<file path="config.mk">
export PLATFORM = sky130hd
export DESIGN_NAME = tqs_ram
export DESIGN_NICKNAME = d
export VERILOG_FILES = /design/src/rtl/tqs_ram.sv
export SDC_FILE = /design/constraint.sdc
export NUM_CORES = 1
export LEC_CHECK = 0
export ABC_AREA = 0
export ABC_CLOCK_PERIOD_IN_PS = 2800
export BUFFER_PORTS_ARGS = -buffer_cell sky130_fd_sc_hd__buf_2
export CORE_MARGIN = 1
export CORE_UTILIZATION = 50
export CTS_CLUSTER_SIZE = 40
export DETAILED_ROUTE_END_ITERATION = 10
export GPL_TIMING_DRIVEN = 0
export PLACE_DENSITY = 0.65
export SETUP_SLACK_MARGIN = 0.02
export SYNTH_ARGS = -nofsm -noshare
export SYNTH_HDL_FRONTEND = slang
export SYNTH_SLANG_ARGS = --single-unit
</file>
<file path="constraint.sdc">
create_clock -name clk -period 2.8 [get_ports clk]
set_clock_uncertainty 0.2 [all_clocks]
set_input_delay 0.56 -clock clk [delete_from_list [all_inputs] [get_ports clk]]
set_output_delay 0.56 -clock clk [all_outputs]
set_load 0.01 [all_outputs]
</file>
<file path="src/rtl/tqs_ram.sv">
// ----------------------------------------------------------------------------
// tqs_ram
// Generic single write port, single read port RAM with registered read.
// ----------------------------------------------------------------------------
module tqs_ram #(
  parameter int WIDTH = 8,
  parameter int DEPTH = 16
) (
  input  logic                     clk,
  input  logic                     we,
  input  logic [$clog2(DEPTH)-1:0] waddr,
  input  logic [WIDTH-1:0]         wdata,
  input  logic [$clog2(DEPTH)-1:0] raddr,
  output logic [WIDTH-1:0]         rdata
);

  logic [WIDTH-1:0] mem [DEPTH];

  // write port and registered read port
  always_ff @(posedge clk) begin
    if (we) begin
      mem[waddr] <= wdata;
    end
    rdata <= mem[raddr];
  end

endmodule

</file>
After elaboration in Yosys (flattened, before gate mapping)
Memory sizes are Yosys's and may differ from the RTL's. A register that Yosys moved wholly into a read port is not among the register bits.
Index checks and enable logic that the tools add are counted.
- multiplexer cells: 2
- operators by type and width (cell ; count):
    2-to-1 mux 1 bit ; 2
- flip-flop bits (word level): 0
- memories: 1
- word-level logic and storage cells: 3
- bits in writable memories: 128
- output and inout port bits: 8
- memories (memory ; words ; bits a word ; read ports ; clocked after Yosys merged registers in ; wr ports ; RTL line ; RTL):
    mem ; 16 ; 8 ; 1 ; 1 ; 1 ; 17 ; logic [WIDTH-1:0] mem [DEPTH];

Longest topological paths before layout
- depth after elaboration: 2
- mapped depth: 5
- gate-level depth less buffers: 3

Worst setup path before layout
No wires, ideal clock.
- path kind: input-to-reg
- from: input waddr[2]
- to: memory mem[0][0] (enable)
- path slack: 0.547 ns
- stages on the path: 2
- data arrival time: 1.670 ns
- library setup time: 0.383 ns
- cell sequence: or3b_2 > nor3_1
- RTL lines (item ; RTL line ; RTL):
    start, declared ; 11 ; input logic [$clog2(DEPTH)-1:0] waddr,
    end, declared ; 17 ;
Straight into the memory's write port.

Worst setup path in the final report
- from: input waddr[2]
- to: memory mem[0][7] (enable)
Straight into the memory's write port.

==> impl_summary.txt <==
----------------------------------------------------
[Synthesis]
  YS warnings ... 0
  Flip-flop and latch count after synthesis ... 136
  Most frequently used flop master after synthesis ... sky130_fd_sc_hd__edfxtp_1
  Post-synthesis instance area ... 5150 µm²
  Cells after Synth ... 229
  Post-synthesis simple-gate area fraction ... 3.18%
  Synth top area cells ... sky130_fd_sc_hd__edfxtp_1 (75%), sky130_fd_sc_hd__mux4_2 (7.9%), sky130_fd_sc_hd__mux4_1 (7.1%)
  Adder and majority cell fraction of the synthesized area ... 0%
  Sequential area share after synthesis ... 77.8%
  Top cell type by total area after synthesis ... sky130_fd_sc_hd__edfxtp_1
  Post-synthesis cell type count ... 19
  Share of the synthesized area in the top cell type ... 74.7%
  Ys async rst share ... 0%
  Mux cell area share after synthesis ... 15.0%
  Post-synthesis compound-gate area fraction ... 2.33%
  Xor/xnor cell area share of the yosys netlist ... 0%
  Mapped Nets ... 247
  Main combinational cell family by area after synthesis ... multiplexers
  Post-synth EDFFs ... 128
  Synth Area per Inst ... 22.5 µm²

[Critical path]
  Chain of cells forming the critical path ... buf_2 -> or3b_2 -> nor3_1
  Critical-path cell with the highest stage delay ... sky130_fd_sc_hd__nor3_1
  Critical path capture point type ... flip-flop
  Largest driver fanout on the critical path ... 8
  Slowest cell delay on critical path ... 0.95 ns
  Crit path required time ... 2.74 ns
  Nature of the critical path startpoint ... primary input
  Worst setup path endpoint ... mem[0][7]
  Setup slack on the worst flop-to-flop path ... 1.11 ns
  Critical path class ... in2reg
  Start point of the critical path ... waddr[2]
  Length in cells of the worst reg-to-reg path ... 3
  Critical Path AT ... 2.16 ns
  Reg-to-reg endpoint ... rdata[0]
  Startpoint of the lowest-slack register-to-register path ... mem[4][0]

[Floorplan]
  Starting density of the core ... 52.2%
  Boundary Pins ... 26
  Total number of placement rows ... 36
  Total core area ... 9860 µm²
  Die Outline Area ... 10700 µm²
  Die Y ... 103 µm
  Die extent in x ... 103 µm

[Power and ir drop]
  Cell leakage power ... 2.09 nW
  Switching power ... 0.000939 W
  Sequential share of power ... 44.4%
  Power density relative to cell area ... 838 nW/µm²
  Portion of total power attributed to the clock network ... 51.4%
  Power after layout ... 0.00516 W
  Combinational fraction of design power ... 4.3%
  IR Drop Worst-Case VDD ... 0.000478 V
  Switching portion of total power ... 18.2%
  Design internal power ... 0.00422 W

[Placement]
  Final Wtd Congestion ... 0.693
  Port buffer count ... 24
  Worst slack at placement ... 0.0392 ns
  HPWL after detailed placement ... 5960 µm

[Detailed routing]
  Wire length per cell after detailed routing ... 23.2 µm
  Remaining design rule violation count ... 0
  Initial DRC Count ... 160
  Detailed-route vias per instance ... 5.68
  Post-DRT Antenna Nets ... 0
  Total Routed Length ... 9700 µm
  Vias ... 2376
  DRT Pass-1 Iters ... 4

[Global routing]
  Total gr overflow ... 0
  Via count of the first global-routing pass ... 2346
  Global-route wire length before repair ... 14300 µm
  Overall routing resource usage ... 20.9%
  Initial antenna violation count ... 0
  Maximum number of pins on one net before global-route repair ... 17

[Outcome]
  Outcome ... finished, final reports clean

[STA]
  Worst-case setup margin in the final layout ... 0.577 ns
  Relative slew slack ... 14.0%
  Number of failing setup endpoints in the final timing report ... 0
  Worst hold margin ... 0.233 ns
  Unrepaired setup endpoints after global routing ... no
  Post-Route Setup TNS ... 0 ns
  Crit share post-route ... 79.4%
  Transition time at the pin with the least slew margin ... 1.28 ns
  Endpoints failing hold ... 0
  Tmin final ... 2.22 ns
  Maximum frequency from static timing analysis ... 450 MHz
  Max Transition Viols Final ... 0

[Job]
  Count of maximum capacitance violations ... 0

[Clock network]
  Clock buffer count from CTS ... 17
  Buffer type at the clock tree root ... sky130_fd_sc_hd__clkbuf_8
  Number of hold buffers added after CTS ... 0
  Clock network latency to the later pin of the worst-skew pair ... 0.53 ns
  Total number of H-tree levels ... 4
  CTS sink count ... 136
  Count of cells resized by post-cts repair ... 0
  Clock-pin transition on the worst setup and hold timing paths ... 0.06 ns
  Setup bufs post-CTS ... 0
  TritonCTS clock tree ... built
  Max Root-Sink Buffers ... 2

[Final layout]
  Final core utilization ... 62.4%
  Diode count ... 0
  Synth-to-Final Area Change ... 19.5%
  Share of cells above drive strength 1 ... 30.2%
  Post-layout nets ... 290

[Min path]
  Tightest Hold Check Type ... in2reg

----------------------------------------------------
cells in the mapped netlist, types with 2 or more instances:
cell / instances
sky130_fd_sc_hd__edfxtp_1: 128
sky130_fd_sc_hd__mux4_2: 18
sky130_fd_sc_hd__a22oi_1: 16
sky130_fd_sc_hd__mux4_1: 14
sky130_fd_sc_hd__nor2_1: 13
sky130_fd_sc_hd__nand2_1: 9
sky130_fd_sc_hd__dfxtp_1: 8
sky130_fd_sc_hd__nor3_1: 4
sky130_fd_sc_hd__buf_2: 3
sky130_fd_sc_hd__buf_6: 3
sky130_fd_sc_hd__clkdlybuf4s25_2: 3
sky130_fd_sc_hd__nand2b_1: 2
sky130_fd_sc_hd__nand3b_1: 2
flip-flops by register name, indices dropped and copies added (netlist names):
name,count
rdata,8
mem,128
how the worst min path moves through the flow:
stage | endpoint | startpoint | depth (start not counted)
floorplan | rdata[0] | mem[7][0] | 3
global placement | rdata[3] | mem[11][3] | 3
detailed placement | rdata[3] | mem[8][3] | 3
CTS | mem[14][6] | wdata[6] | 1
global route | mem[15][6] | wdata[6] | 1
finish | mem[7][6] | wdata[6] | 1
metal layers:
layer  track usage (%)  routed length [µm]  vias up
met5                 0                   0        -
met4              9.21                 219        0
met3              7.26                 538       23
met2              28.8                4530       88
met1              30.4                4400     1205
li1                  -                   -     1060
cell usage in the layout, fill, tap and decap left out, types with 2 or more instances in the layout:
master,instances
sky130_fd_sc_hd__mux4_1,14
sky130_fd_sc_hd__mux4_2,18
sky130_fd_sc_hd__nor2_1,13
sky130_fd_sc_hd__nor3_1,3
sky130_fd_sc_hd__nand3b_1,2
sky130_fd_sc_hd__clkinv_2,3
sky130_fd_sc_hd__nand2_1,9
sky130_fd_sc_hd__a22oi_1,16
sky130_fd_sc_hd__clkbuf_8,3
sky130_fd_sc_hd__dfxtp_1,8
sky130_fd_sc_hd__buf_6,3
sky130_fd_sc_hd__bufinv_16,8
sky130_fd_sc_hd__buf_2,27
sky130_fd_sc_hd__clkbuf_16,16
sky130_fd_sc_hd__clkdlybuf4s25_2,3
sky130_fd_sc_hd__edfxtp_1,128
sky130_fd_sc_hd__nand2b_1,2
area by class of cell:
cell class	count	area, µm²
clock inverter	13	272
buffer	10	86.3
sequential	136	4000
fill	675	3710
tap	133	166
multi-input combinational	83	1060
timing repair buffer	24	120
clock buffer	19	442
kinds of logic (layout without fill, tap and decap cells):
kind of cell           Yosys count  count (layout)
multiplexers                    32              32
AO/OA/AOI/OAI                   16              16
flip-flops                     136             136
buffers and inverters           10              66
AND/OR/NAND/NOR                 35              35
critical path, delay by kind of cell:
family	cells	cell delay (ns)
simple gates	2	1.48
buf+inv	1	0.12
power by group through the flow:
stage	Clock [W]	Sequential, W	Combinational (W)
floorplan	0	0.00233	0.000116
global placement	0	0.00233	0.000216
detailed placement	0	0.00233	0.000220
CTS	0.00266	0.00229	0.000222
global route	0.00276	0.00229	0.000239
finish	0.00265	0.00229	0.000219
stage by stage:
stage,instances,cell area (µm²)
finish,418,6150
CTS,418,6150
global placement,386,5430
global route,418,6150
floorplan,229,5150
detailed placement,386,5430
Note: power is estimated with default switching activity, not from simulation.
